### src/rtl/cfs_pkg.sv
`timescale 1ns / 1ps
// ----------------------------------------------------------------------------
// cfs_pkg
// Shared types and constants for the checksum frame serializer.
// ----------------------------------------------------------------------------
package cfs_pkg;

    localparam logic [7:0] SYNC_FIRST  = 8'h55;
    localparam logic [7:0] SYNC_SECOND = 8'hAA;

    localparam int HEADER_BYTES = 5;
    localparam int SUM_BYTES    = 4;
    localparam int STEP_W       = 4;
    localparam int MAX_STEP     = HEADER_BYTES + SUM_BYTES - 1;

    localparam int QUEUE_DEPTH_DEF = 4;

    typedef enum logic {
        ITEM_START = 1'b0,
        ITEM_DATA  = 1'b1
    } item_kind_t;

    typedef struct packed {
        logic       cmd;
        logic [7:0] device_id;
        logic [7:0] payload_length;
        logic [7:0] command_code;
        logic [7:0] data_byte;
    } cfs_item_t;

    typedef struct packed {
        logic [7:0] out_byte;
        logic       frame_end;
        logic       run_last;
    } cfs_result_t;

    typedef enum logic {
        JOB_HEADER = 1'b0,
        JOB_DATA   = 1'b1
    } job_kind_t;

    // One queued unit of work: a header or one payload byte, optionally
    // followed by the four checksum bytes.
    typedef struct packed {
        job_kind_t   kind;
        logic        with_sum;
        logic [7:0]  b0;
        logic [7:0]  b1;
        logic [7:0]  b2;
        logic [31:0] sum;
    } cfs_job_t;

endpackage

### src/rtl/cfs_front.sv
`timescale 1ns / 1ps
// ----------------------------------------------------------------------------
// cfs_front
// Accepts items, tracks the open frame and the running sum, and posts jobs.
// ----------------------------------------------------------------------------
module cfs_front
    import cfs_pkg::*;
(
    input  logic      clk,
    input  logic      rst_n,
    input  logic      push,
    output logic      full,
    input  cfs_item_t item,
    input  logic      q_full,
    output logic      q_write,
    output cfs_job_t  q_job
);

    logic        frame_open_reg;
    logic        frame_open_next;
    logic [7:0]  bytes_left_reg;
    logic [7:0]  bytes_left_next;
    logic [31:0] running_sum_reg;
    logic [31:0] running_sum_next;

    logic        accept;
    logic        is_start;
    logic [7:0]  left_dec;
    logic [31:0] sum_new;

    assign full     = q_full;
    assign accept   = push && !q_full;
    assign is_start = (item_kind_t'(item.cmd) == ITEM_START);
    assign left_dec = bytes_left_reg - 8'd1;

    always_comb
    begin
        frame_open_next  = frame_open_reg;
        bytes_left_next  = bytes_left_reg;
        running_sum_next = running_sum_reg;
        q_write          = 1'b0;
        q_job            = '0;
        sum_new          = '0;
        if (is_start)
        begin
            sum_new = 32'(SYNC_FIRST) + 32'(SYNC_SECOND) + 32'(item.device_id)
                    + 32'(item.payload_length) + 32'(item.command_code);
            q_job.kind     = JOB_HEADER;
            q_job.with_sum = (item.payload_length == 8'd0);
            q_job.b0       = item.device_id;
            q_job.b1       = item.payload_length;
            q_job.b2       = item.command_code;
            q_job.sum      = sum_new;
            if (accept)
            begin
                q_write          = 1'b1;
                running_sum_next = sum_new;
                frame_open_next  = (item.payload_length != 8'd0);
                bytes_left_next  = item.payload_length;
            end
        end
        else
        begin
            sum_new = running_sum_reg + 32'(item.data_byte);
            q_job.kind     = JOB_DATA;
            q_job.with_sum = (left_dec == 8'd0);
            q_job.b0       = item.data_byte;
            q_job.sum      = sum_new;
            if (accept && frame_open_reg)
            begin
                q_write          = 1'b1;
                running_sum_next = sum_new;
                frame_open_next  = (left_dec != 8'd0);
                bytes_left_next  = left_dec;
            end
        end
    end

    always_ff @(posedge clk or negedge rst_n)
    begin
        if (!rst_n)
        begin
            frame_open_reg  <= 1'b0;
            bytes_left_reg  <= '0;
            running_sum_reg <= '0;
        end
        else
        begin
            frame_open_reg  <= frame_open_next;
            bytes_left_reg  <= bytes_left_next;
            running_sum_reg <= running_sum_next;
        end
    end

endmodule

### src/rtl/cfs_queue.sv
`timescale 1ns / 1ps
// ----------------------------------------------------------------------------
// cfs_queue
// Short job queue between the front and the back; head shown combinationally.
// ----------------------------------------------------------------------------
module cfs_queue
    import cfs_pkg::*;
#(
    parameter int QUEUE_DEPTH = QUEUE_DEPTH_DEF
)
(
    input  logic     clk,
    input  logic     rst_n,
    input  logic     wr,
    input  cfs_job_t wr_job,
    output logic     q_full,
    input  logic     rd,
    output logic     q_valid,
    output cfs_job_t head
);

    localparam int PTR_W = $clog2(QUEUE_DEPTH);
    localparam int CNT_W = $clog2(QUEUE_DEPTH + 1);
    localparam logic [PTR_W-1:0] LAST_PTR = PTR_W'(QUEUE_DEPTH - 1);

    cfs_job_t         slots_reg [QUEUE_DEPTH];
    logic [PTR_W-1:0] wr_ptr_reg;
    logic [PTR_W-1:0] rd_ptr_reg;
    logic [CNT_W-1:0] count_reg;

    assign q_full  = (count_reg == CNT_W'(QUEUE_DEPTH));
    assign q_valid = (count_reg != '0);
    assign head    = slots_reg[rd_ptr_reg];

    always_ff @(posedge clk)
    begin
        if (wr)
        begin
            slots_reg[wr_ptr_reg] <= wr_job;
        end
    end

    always_ff @(posedge clk or negedge rst_n)
    begin
        if (!rst_n)
        begin
            wr_ptr_reg <= '0;
            rd_ptr_reg <= '0;
            count_reg  <= '0;
        end
        else
        begin
            if (wr)
            begin
                wr_ptr_reg <= (wr_ptr_reg == LAST_PTR) ? '0 : wr_ptr_reg + 1'b1;
            end
            if (rd)
            begin
                rd_ptr_reg <= (rd_ptr_reg == LAST_PTR) ? '0 : rd_ptr_reg + 1'b1;
            end
            if (wr && !rd)
            begin
                count_reg <= count_reg + 1'b1;
            end
            else if (rd && !wr)
            begin
                count_reg <= count_reg - 1'b1;
            end
        end
    end

endmodule

### src/rtl/cfs_back.sv
`timescale 1ns / 1ps
// ----------------------------------------------------------------------------
// cfs_back
// Expands the head job into frame bytes, one per cycle into the result
// register when it is empty or being popped; a held result stalls it.
// ----------------------------------------------------------------------------
module cfs_back
    import cfs_pkg::*;
(
    input  logic        clk,
    input  logic        rst_n,
    input  logic        q_valid,
    input  cfs_job_t    head,
    output logic        q_read,
    input  logic        pop,
    output logic        empty,
    output cfs_result_t result
);

    logic [STEP_W-1:0] step_reg;
    logic [STEP_W-1:0] step_next;
    logic              out_valid_reg;
    cfs_result_t       result_reg;

    logic              advance;
    logic              last;
    logic              in_header;
    logic [STEP_W-1:0] base;
    logic [STEP_W-1:0] count;
    logic [1:0]        sum_idx;
    logic [7:0]        byte_sel;

    assign base    = (head.kind == JOB_HEADER) ? STEP_W'(HEADER_BYTES) : STEP_W'(1);
    assign count   = base + (head.with_sum ? STEP_W'(SUM_BYTES) : '0);
    assign last    = (step_reg == count - 1'b1);
    assign advance = q_valid && (!out_valid_reg || pop);
    assign q_read  = advance && last;
    assign sum_idx = 2'(step_reg - base);
    assign in_header = (head.kind == JOB_HEADER) && (step_reg < STEP_W'(HEADER_BYTES));

    always_comb
    begin
        byte_sel = '0;
        if (in_header)
        begin
            case (step_reg)
                STEP_W'(0): byte_sel = SYNC_FIRST;
                STEP_W'(1): byte_sel = SYNC_SECOND;
                STEP_W'(2): byte_sel = head.b0;
                STEP_W'(3): byte_sel = head.b1;
                default:    byte_sel = head.b2;
            endcase
        end
        else if ((head.kind == JOB_DATA) && (step_reg == '0))
        begin
            byte_sel = head.b0;
        end
        else
        begin
            case (sum_idx)
                2'd0:    byte_sel = head.sum[31:24];
                2'd1:    byte_sel = head.sum[23:16];
                2'd2:    byte_sel = head.sum[15:8];
                default: byte_sel = head.sum[7:0];
            endcase
        end
    end

    always_comb
    begin
        step_next = step_reg;
        if (advance)
        begin
            step_next = last ? '0 : step_reg + 1'b1;
        end
    end

    always_ff @(posedge clk or negedge rst_n)
    begin
        if (!rst_n)
        begin
            step_reg      <= '0;
            out_valid_reg <= 1'b0;
        end
        else
        begin
            step_reg <= step_next;
            if (advance)
            begin
                out_valid_reg <= 1'b1;
            end
            else if (pop)
            begin
                out_valid_reg <= 1'b0;
            end
        end
    end

    always_ff @(posedge clk)
    begin
        if (advance)
        begin
            result_reg.out_byte  <= byte_sel;
            result_reg.frame_end <= last && head.with_sum;
            result_reg.run_last  <= last;
        end
    end

    assign empty  = !out_valid_reg;
    assign result = result_reg;

    a_step_range: assert property (@(posedge clk) disable iff (!rst_n)
        step_reg <= STEP_W'(MAX_STEP))
        else $error("step counter out of range");

    a_mid_job_head: assert property (@(posedge clk) disable iff (!rst_n)
        (step_reg != '0) |-> q_valid)
        else $error("job left the queue part way through");

    a_read_on_advance: assert property (@(posedge clk) disable iff (!rst_n)
        q_read |-> (q_valid && advance))
        else $error("queue read without a transfer into the result register");

    a_fill_result: assert property (@(posedge clk) disable iff (!rst_n)
        advance |=> out_valid_reg)
        else $error("result register not filled");

endmodule

### src/rtl/checksum_frame_serializer.sv
`timescale 1ns / 1ps
// ----------------------------------------------------------------------------
// checksum_frame_serializer
// Turns start and payload items into framed byte packets with a 32-bit
// additive checksum.
//
// Input channel: item with push/full; transfer when push is high and full low.
// A start item yields 0x55, 0xAA, id, length, command (plus the four checksum
// bytes, most significant first, when the length is zero). A payload item of
// an open frame yields its byte, plus the checksum after the last one. A
// payload item with no open frame is taken and gives nothing.
// Result channel: result with empty/pop; the oldest byte is shown while empty
// is low and is transferred when pop is high.
// An item's job is written into the queue; its first byte is then loaded
// into the result register and shown, unless a held result stalls it.
// The expander gives one result byte per cycle while pop keeps up; a payload
// stream sustains one item per cycle, and a header yields five or nine bytes.
// A job queue of QUEUE_DEPTH entries separates intake from expansion; full
// rises when it fills, which happens when the receiver stalls on pop or when
// headers and checksums arrive faster than their bytes drain.
// Reset clears the open frame, the checksum and the queue, and empties the
// result register.
// ----------------------------------------------------------------------------
module checksum_frame_serializer
    import cfs_pkg::*;
#(
    parameter int QUEUE_DEPTH = QUEUE_DEPTH_DEF
)
(
    input  logic        clk,
    input  logic        rst_n,
    input  logic        push,
    output logic        full,
    input  cfs_item_t   item,
    output logic        empty,
    input  logic        pop,
    output cfs_result_t result
);

    logic     q_full;
    logic     q_write;
    cfs_job_t q_job;
    logic     q_read;
    logic     q_valid;
    cfs_job_t head;

    cfs_front u_front (
        .clk     (clk),
        .rst_n   (rst_n),
        .push    (push),
        .full    (full),
        .item    (item),
        .q_full  (q_full),
        .q_write (q_write),
        .q_job   (q_job)
    );

    cfs_queue #(
        .QUEUE_DEPTH (QUEUE_DEPTH)
    ) u_queue (
        .clk     (clk),
        .rst_n   (rst_n),
        .wr      (q_write),
        .wr_job  (q_job),
        .q_full  (q_full),
        .rd      (q_read),
        .q_valid (q_valid),
        .head    (head)
    );

    cfs_back u_back (
        .clk     (clk),
        .rst_n   (rst_n),
        .q_valid (q_valid),
        .head    (head),
        .q_read  (q_read),
        .pop     (pop),
        .empty   (empty),
        .result  (result)
    );

endmodule
### config.mk
export PLATFORM = sky130hd
export DESIGN_NAME = checksum_frame_serializer
export DESIGN_NICKNAME = d
export VERILOG_FILES = /design/src/rtl/cfs_pkg.sv /design/src/rtl/cfs_front.sv /design/src/rtl/cfs_queue.sv /design/src/rtl/cfs_back.sv /design/src/rtl/checksum_frame_serializer.sv
export SDC_FILE = /design/constraint.sdc
export NUM_CORES = 1
export LEC_CHECK = 0
export ABC_CLOCK_PERIOD_IN_PS = 4200
export BUFFER_PORTS_ARGS = -buffer_cell sky130_fd_sc_hd__buf_2
export CORE_MARGIN = 2
export CORE_UTILIZATION = 53
export DETAILED_ROUTE_END_ITERATION = 7
export PLACE_DENSITY = 0.7
export SLEW_MARGIN = 20
export SYNTH_ARGS = -nofsm -noshare
export SYNTH_HDL_FRONTEND = slang
export SYNTH_SLANG_ARGS = --single-unit
### constraint.sdc
create_clock -name clk -period 4.2 [get_ports clk]
set_input_delay 0.63 -clock clk [delete_from_list [all_inputs] [get_ports clk]]
set_output_delay 0.63 -clock clk [all_outputs]
set_load 0.02 [all_outputs]
==> results of run 1 <==
-- cell families (layout without fill, tap and decap cells) --
group	Yosys count	count (layout)	share of synthesized area (%)
AO/OA/AOI/OAI	180	180	8.28
adder cells (fa/ha/maj)	44	44	4.48
buffers and inverters	106	184	2.92
AND/OR/NAND/NOR	285	285	10.2
multiplexers	113	113	10.8
flip-flops	295	295	60.8
XOR/XNOR	41	41	2.54
-- final timing paths --
kind	startpoint	endpoint	slack [ps]	depth (start not counted)
max	u_queue.rd_ptr_reg[0]	u_queue.count_reg[2]	850	13
min	rst_n	u_front.running_sum_reg[21]	170	1
max reg2reg	u_queue.rd_ptr_reg[0]	u_queue.count_reg[2]	850	13
min reg2reg	u_queue.count_reg[2]	u_queue.count_reg[2]	500	1
max in group asynchronous	rst_n	u_front.running_sum_reg[18]	3180	2
min in group clk	pop	u_back.out_valid_reg	280	2
-- area by class of cell --
class | count | share of cell area, %
clock buffer | 39 | 4.97
clock inverter | 17 | 0.951
inverter | 52 | 1.24
multi-input combinational | 663 | 32.6
sequential | 295 | 54.5
tap | 335 | 2.66
timing repair buffer | 76 | 3.09
-- layer usage --
metal / GRT usage [%] / share of wire (%) / wire [um]
met5: 0 / 0 / 0
met4: 5.75 / 1.8 / 590
met3: 4.68 / 8.5 / 2790
met2: 37.2 / 46 / 15300
met1: 34.7 / 43 / 14300
-- through the flow --
stage,hold slack [ps],util [%],total power [uW],instances
detailed placement,486,56.8,8060,1421
global route,218,60.4,11100,1477
CTS,171,60.4,10600,1477
floorplan,334,-,6890,1064
global placement,471,56.8,7980,1421
finish,172,60.4,10500,1477
-- critical path: stages (launching register included) --
cell     delay, ps
dfrtp_2        690
mux4_2         610
inv_1           80
ha_1           230
xnor2_1        120
and3_1         240
and2_1         210
inv_1           60
ha_1           170
inv_1           60
fa_1           370
xor2_1         170
nor2_1         120
xor2_1         160
-- placed cells by master, fill, tap and decap left out, drive strengths merged, types with 10 or more instances in the layout --
master,netlist,routed
ha,33,33
o211ai,18,18
fa,11,11
inv,52,52
and2,10,10
mux2,15,15
xor2,20,20
edfxtp,242,242
mux2i,68,68
clkinv,0,13
nand2b,21,21
nand4,13,13
xnor2,21,21
o21ai,39,39
o22ai,34,34
clkbuf,35,39
a21oi,30,30
buf,19,76
nor2,60,60
mux4,30,30
or4,13,13
dfrtp,53,53
nand3,39,39
nor3,14,14
nand2,73,73
-- where the power goes --
group	switching (uW)	internal (uW)
Sequential	355	4010
Combinational	2180	1450
Clock	1080	1440
==> qor.txt, run 1 <==
status: finished, violations left
failing checks: DRC
Die W: 167 um
Num CTS Buffers: 30
First-pass DRT Iterations: 8
pwr/cell area: 666 nW/um^2
Worst Path Required: 4670 ps
Fin Setup TNS: 0 ps
Layout area overhead: 11.6%
Detailed Place HPWL: 22.6 mm
vias in the first global route: 8750
Post-Route Skew: 31.0 ps
Setup crit end kind: flop
RSZ-0062 raised after global routing: no
Netlist cell types: 61
Worst Setup Start Kind: flop
Synth top area share: 51.4%
# IOs: 49
count leader, synth: edfxtp_1
Reg area: 8600 um^2
First DRT Iteration DRCs: 905
total track usage: 23.8%
Post-Syn Instances: 1064
CTS Buffer Depth: 3
Synth async-reset ratio: 18.0%
# hold bufs at CTS: 0
clock sinks: 295
syn_area_per_cell: 13.3 um^2
area of the multi-input gates: 5140 um^2
setup ws final: 852 ps
DR vias/cell: 6.12
Worst-path clk slew: 60 ps
DP Worst Slack: 471 ps
DRC Markers: 4
Synth Flop Type: edfxtp_1
Max Cap Viol: 0
Final #Nets: 1199
standard-cell row count: 59
# Post-CTS Setup Buffers: 0
Critical Path AT: 3820 ps
ranking of synthesized cells by area: edfxtp_1, dfrtp_1, mux2i_1
later-pin clock latency in the skew report: 580 ps
share of layout cells above drive strength 1: 15.8%
Syn Std Cell Area: 14100 um^2
slew margin rel.: 43.4%
Largest register FFs: 232
worst slew pin tran: 849 ps
Die Y: 167 um
Placement Cell Area: 14800 um^2
ANT nets after route: 0
CTS tree: yes
Leak: 0.00583 uW
Slew Limit Fails: 0
Core Footprint: 26100 um^2
H-tree Lvls: 1
remaining global-route overflow: 0
Final Cycle Share: 79.7%
Final Critical Period: 3350 ps
Yosys reg bits: 295
fmax: 0.299 GHz
global-route wire length before repair: 50.9 mm
initial core utilization: 54.1%
IO Port Bufs: 48
largest net degree at the start of global routing: 70
CP max FO: 17
GPL Wtd Cong: 0.921
sequential area share after synthesis: 60.8%
final count of hold timing violations: 0
worst min path class: primary input to asynchronous set/reset pin
wire per inst: 22.3 um
top cells by count, synth: edfxtp_1, nand2_1, mux2i_1
EDFF count, synth: 242
Mapped Nets: 1145
vias: 9038
clock root buffer: clkbuf_16
IR Drop Worst-Case VDD: 372 uV
Final Setup Violations: 0
FILL cells: 2062
Routed WL: 33.0 mm
Worst Setup Path Type: flop to flop
PostCTS Resize Cnt: 0
die area: 28000 um^2
number of diodes: 0
area leader, netlist: edfxtp_1
antenna violations before repair: 1
Ys Warns: 0
design area: 15800 um^2
Power figures use the tool's default switching activity.
==> run 2, diff against run 1 <==
- ABC_AREA: default -> 1
- ABC_CLOCK_PERIOD_IN_PS: 4200 -> 3490
- clock period: 4.2 -> 3.49 ns (I/O delays scaled with it)
==> run 2 against run 1 <==
The run now ends clean. Synthesized area grew 3.0%. Sequential power rose by 16%. Non-clock buffer count down 6. Via count increased by 20%. Setup slack lost 440 ps.
==> qor.txt, run 2 <==
Routed WL: 36.2 mm (+9.9%)
Fin Setup TNS: 0 ps (unchanged)
Mapped Nets: 1614 (+41%)
Synth async-reset ratio: 18.0% (unchanged)
Die W: 170 um (+1.5%)
slew margin rel.: 27.8% (-16 points)
final count of hold timing violations: 0 (unchanged)
DRC Markers: 0 (-4)
PostCTS Resize Cnt: 0 (unchanged)
antenna violations before repair: 1 (unchanged)
Yosys reg bits: 295 (unchanged)
initial core utilization: 54.1% (-0.055 points)
Max Cap Viol: 0 (unchanged)
Worst-path clk slew: 60 ps (about the same)
commonest cells after routing, fill and taps aside: nand2_1, edfxtp_1, nor2_1, inv_1, nand3_1
most common cell after layout, fill and taps aside: nand2_1
Setup crit end kind: flop
First DRT Iteration DRCs: 1128 (+25%)
Leak: 0.00666 uW (+14%)
top cells by count, synth: nand2_1, edfxtp_1, nor2_1
Num CTS Buffers: 29 (-3.3%)
global-route wire length before repair: 57.6 mm (+13%)
Ys Warns: 0 (unchanged)
Worst Setup Start Kind: flop
Synth top area share: 49.9% (-1.5 points)
Synth Flop Type: edfxtp_1
Hold WS: 102 ps (-70.3 ps)
vias: 10900 (+20%)
Core Footprint: 27000 um^2 (+3.1%)
vias in the first global route: 10500 (+20%)
Post-Route Skew: 31.4 ps (+0.322 ps)
IR Drop Worst-Case VDD: 434 uV (+17%)
Final Critical Period: 3080 ps (-271 ps)
worst slew pin tran: 1080 ps (+232 ps)
Non-Filler Instances: 1937 (+31%)
CP max FO: 34 (+17)
Final Setup Violations: 0 (unchanged)
Final #Nets: 1653 (+38%)
area leader, netlist: edfxtp_1
First-pass DRT Iterations: 5 (-3)
Die Y: 170 um (+1.5%)
FILL cells: 2251 (+9.2%)
GPL Wtd Cong: 0.925 (+0.42%)
largest net degree at the start of global routing: 87 (+24%)
ANT nets after route: 0 (unchanged)
# IOs: 49 (unchanged)
Post-Syn Instances: 1533 (+44%)
fmax: 0.325 GHz (+8.8%)
IO Port Bufs: 48 (unchanged)
pwr/cell area: 815 nW/um^2 (+22%)
CTS tree: yes
Syn Std Cell Area: 14600 um^2 (+3.0%)
Final Cycle Share: 88.2% (+8.5 points)
die area: 28800 um^2 (+2.9%)
wire per inst: 18.7 um (-16%)
# hold bufs at CTS: 0 (unchanged)
H-tree Lvls: 1 (unchanged)
placed cells: 1882 (+32%)
EDFF count, synth: 242 (unchanged)
status: complete, no violations
syn_area_per_cell: 9.50 um^2 (-28%)
sequential area share after synthesis: 59.0% (-1.8 points)
DR vias/cell: 5.61 (-8.4%)
clock root buffer: clkbuf_16
Critical Path AT: 3490 ps (-330 ps)
ranking of synthesized cells by area: edfxtp_1, nand2_1, dfrtp_1
count leader, synth: nand2_1
standard-cell row count: 60 (+1.7%)
Slew Limit Fails: 0 (unchanged)
Layout area overhead: 10.5%
utilization after layout: 59.7% (-0.67 points)
Worst Setup Path Type: flop to flop
Netlist cell types: 41 (-33%)
later-pin clock latency in the skew report: 560 ps (-20 ps)
RSZ-0062 raised after global routing: no
clock sinks: 295 (unchanged)
Worst Path Required: 3900 ps (-770 ps)
Detailed Place HPWL: 23.9 mm (+5.6%)
share of layout cells above drive strength 1: 8.46% (-7.4 points)
Largest register FFs: 232 (unchanged)
total track usage: 25.9% (+2.1 points)
# Post-CTS Setup Buffers: 0 (unchanged)
worst min path class: primary input to asynchronous set/reset pin
CTS Buffer Depth: 3 (unchanged)
remaining global-route overflow: 0 (unchanged)
[run 2: changes by cell type after synthesis, sizes merged, moves of 15 or more]
cell    delta
buf       +26
clkbuf    -18
inv       +91
mux2      -15
mux2i     -68
mux4      -30
nand2    +294
nand2b    -21
nand3     +98
nor2     +160
o211ai    -17
o21ai     +88
o22ai     -17
[run 2: critical path: stages, from the launching register on]
cell and delay, ps:
dfrtp_4 680, inv_4 90, nor2_1 100, nor2_1 40, o21ai_1 110, nand2_1 90
ha_1 320, xnor2_1 130, nand2_1 170, nor2_2 100, inv_1 80, ha_1 130
inv_1 60, fa_1 380, a21oi_1 160, o21ai_0 120, xor2_1 160
[run 2: logic make-up (layout without fill, tap and decap cells)]
| group | Yosys count | in the layout | share of synthesized area [%] |
|---|---|---|---|
| other cells | 0 | 1 | 0 |
| flops | 295 | 295 | 59.0 |
| xor+xnor | 18 | 18 | 1.08 |
| fa+ha+maj | 44 | 44 | 4.35 |
| buf+inv | 205 | 267 | 6.02 |
| compound gates | 195 | 195 | 7.31 |
| simple gates | 776 | 776 | 22.3 |
[run 2: layout make-up]
class	count	area [um^2]	share of cell area [%]
Tap cell	341	427	2.65
Multi-Input combinational cell	1033	5130	31.9
Timing Repair Buffer	70	430	2.67
Clock inverter	11	138	0.855
Clock buffer	43	828	5.15
Antenna cell	1	2.50	0.0155
Inverter	143	542	3.37
Sequential cell	295	8600	53.4
[run 2: final timing paths]
path	from	cells past startpoint	slack (ps)	end
setup / recovery	u_queue.rd_ptr_reg[0]	16	410	u_queue.count_reg[2]
max in group asynchronous	rst_n	2	2640	u_front.running_sum_reg[26]
min in group clk	pop	2	190	u_back.out_valid_reg
setup reg to reg	u_queue.rd_ptr_reg[0]	16	410	u_queue.count_reg[2]
hold reg to reg	u_front.running_sum_reg[4]	2	490	u_front.running_sum_reg[4]
hold / removal	rst_n	1	100	u_front.bytes_left_reg[3]
[run 2: power by group]
group | total [uW] | switching, uW | internal [uW]
Combinational | 4860 | 3400 | 1460
Sequential | 5070 | 352 | 4720
Clock | 3180 | 1320 | 1860
[run 2: layer usage]
layer / routed length, um / share of wire (%) / vias up / track usage [%]
met5: 0 / 0 / - / 0
met3: 2740 / 7.6 / 37 / 3.68
met1: 16600 / 46 / 5207 / 38.7
li1: - / - / 5243 / -
met2: 16500 / 46 / 375 / 41.3
met4: 414 / 1.1 / 0 / 4.50
[run 2: through the flow]
step | setup WS, ps | power (uW) | instance area, um^2
after floorplan | -509 | 8570 | 14600
after global placement | 259 | 9830 | 15100
after detailed placement | 121 | 9970 | 15100
after CTS | 419 | 13200 | 16100
after global routing | 119 | 13900 | 16100
final | 413 | 13100 | 16100
==> run 3, diff against run 2 <==
- MAX_ROUTING_LAYER: default -> met4
==> run 3 against run 2 <==
Sequential share of layout area grew 0.079 points. Worst hold slack lost 41 ps. Cell count barely moved. Die area unchanged. Maximum frequency is 5.2% higher. Design area fell by 0.15%. Setup slack improved by 150 ps. Critical path depth unchanged. Critical path type unchanged. Critical endpoint unchanged. Highest routed layer unchanged.
==> qor.txt, run 3 (synthesized netlist as in run 2, its figures left out) <==
status: complete, no violations
Worst Setup Start Kind: flop
DR vias/cell: 5.65 (+0.73%)
# IOs: 49 (unchanged)
pwr/cell area: 808 nW/um^2 (-0.92%)
clock sinks: 295 (unchanged)
antenna violations before repair: 2 (+1)
CP max FO: 27 (-21%)
Final #Nets: 1651 (-0.12%)
area of the multi-input gates: 5130 um^2 (unchanged)
critical path's top delay family: adder cells
Detailed Place HPWL: 23.7 mm (-0.63%)
Max Cap Viol: 0 (unchanged)
clock root buffer: clkbuf_16
# hold bufs at CTS: 0 (unchanged)
Die Y: 170 um (unchanged)
Layout area overhead: 10.3%
Worst Setup Path Type: flop to flop
standard-cell row count: 60 (unchanged)
Final Critical Period: 2930 ps (-152 ps)
ANT nets after route: 0 (unchanged)
Final Setup Violations: 0 (unchanged)
Critical Path AT: 3350 ps (-140 ps)
die area: 28800 um^2 (unchanged)
worst slew pin tran: 941 ps (-140 ps)
cells along the critical path: inv_4, nor2_1, nor2_1, o21ai_1, nand2_1, ha_1, xnor2_1, nand2_1, nor2_2, inv_1, ha_1, inv_1, fa_1, a21oi_1, o21ai_0, xor2_1
Fin Setup TNS: 0 ps (unchanged)
First-pass DRT Iterations: 5 (unchanged)
Routed WL: 36.2 mm (-0.18%)
CTS tree: yes
vias: 10900 (+0.68%)
Max stage delay on crit path: 620 ps (-60 ps)
slew margin rel.: 36.6% (+8.8 points)
utilization after layout: 59.6% (-0.088 points)
Reg area: 8600 um^2 (unchanged)
remaining global-route overflow: 0 (unchanged)
Worst Path Required: 3910 ps (about the same)
initial core utilization: 54.1% (unchanged)
Placement Cell Area: 15100 um^2 (about the same)
worst min path class: primary input to asynchronous set/reset pin
final count of hold timing violations: 0 (unchanged)
Buf/Inv on CP: 3 (unchanged)
later-pin clock latency in the skew report: 560 ps (about the same)
Worst Reg2Reg Path Length in Cells: 16 (unchanged)
Slew Limit Fails: 0 (unchanged)
Setup crit end kind: flop
First DRT Iteration DRCs: 1152 (+2.1%)
Total Power: 13000 uW (-1.1%)
wire per inst: 18.7 um (-0.13%)
Worst-path clk slew: 60 ps (about the same)
FILL cells: 2223 (-1.2%)
share of layout cells above drive strength 1: 8.35% (-0.11 points)
most common cell after layout, fill and taps aside: nand2_1
Core Footprint: 27000 um^2 (unchanged)
global-route wire length before repair: 56.6 mm (-1.9%)
Post-Route Skew: 21.0 ps (-10.4 ps)
GPL Wtd Cong: 0.904 (-2.3%)
fmax: 0.342 GHz (+5.2%)
IR Drop Worst-Case VDD: 436 uV (+0.35%)
Die W: 170 um (unchanged)
Final Cycle Share: 83.8% (-4.4 points)
commonest cells after routing, fill and taps aside: nand2_1, edfxtp_1, nor2_1, inv_1, nand3_1
Largest register FFs: 232 (unchanged)
H-tree Lvls: 1 (unchanged)
Hold WS: 60.4 ps (-41.3 ps)
vias in the first global route: 10300 (-1.6%)
IO Port Bufs: 48 (unchanged)
Worst path depth: 16 (unchanged)
total track usage: 26.1% (+0.23 points)
PostCTS Resize Cnt: 0 (unchanged)
design area: 16100 um^2 (-0.15%)
RSZ-0062 raised after global routing: no
Num CTS Buffers: 30 (+3.4%)
CTS Buffer Depth: 3 (unchanged)
DRC Markers: 0 (unchanged)
largest net degree at the start of global routing: 78 (-10%)
# Post-CTS Setup Buffers: 0 (unchanged)
Crit-path slowest cell: dfrtp_4
Leak: 0.00663 uW (-0.43%)
run 3: metal layers:
metal	vias to the layer above	track usage [%]	share of wire, %
met1	5250	38.4	46
met3	32	3.15	7.4
li1	5239	-	-
met2	415	40.0	45
met5	-	-	0
met4	0	4.65	1.3
run 3: cell type report:
cell class,count,area share [%]
multi-input cells,1033,31.9
flip-flops and latches,295,53.5
clock buffers,46,5.48
diodes,2,0.0311
clock inverters,9,0.428
well taps,341,2.65
inverters,143,3.37
repair buffers,67,2.62
run 3: report_power, final:
group / switching (uW) / total [uW] / internal [uW] / leakage [uW]
Sequential: 347 / 5070 / 4720 / 0.00294
Combinational: 3390 / 4840 / 1450 / 0.00324
Clock: 1330 / 3070 / 1740 / 0.000454
run 3: worst paths after layout:
kind | from | end | slack [ps]
min in group clk | pop | u_back.out_valid_reg | 160
worst min-delay path | rst_n | u_front.bytes_left_reg[4] | 60
worst min register to register | u_front.running_sum_reg[0] | u_front.running_sum_reg[0] | 490
worst max-delay path | u_queue.rd_ptr_reg[0] | u_queue.count_reg[2] | 560
max in group asynchronous | rst_n | u_front.running_sum_reg[28] | 2690
worst max register to register | u_queue.rd_ptr_reg[0] | u_queue.count_reg[2] | 560
run 3: metrics by stage:
stage                     cells  setup slack, ps
after detailed placement   1879              264
after global routing       1936              279
after global placement     1879              333
after CTS                  1934              543
after floorplan            1533             -509
final                      1936              565
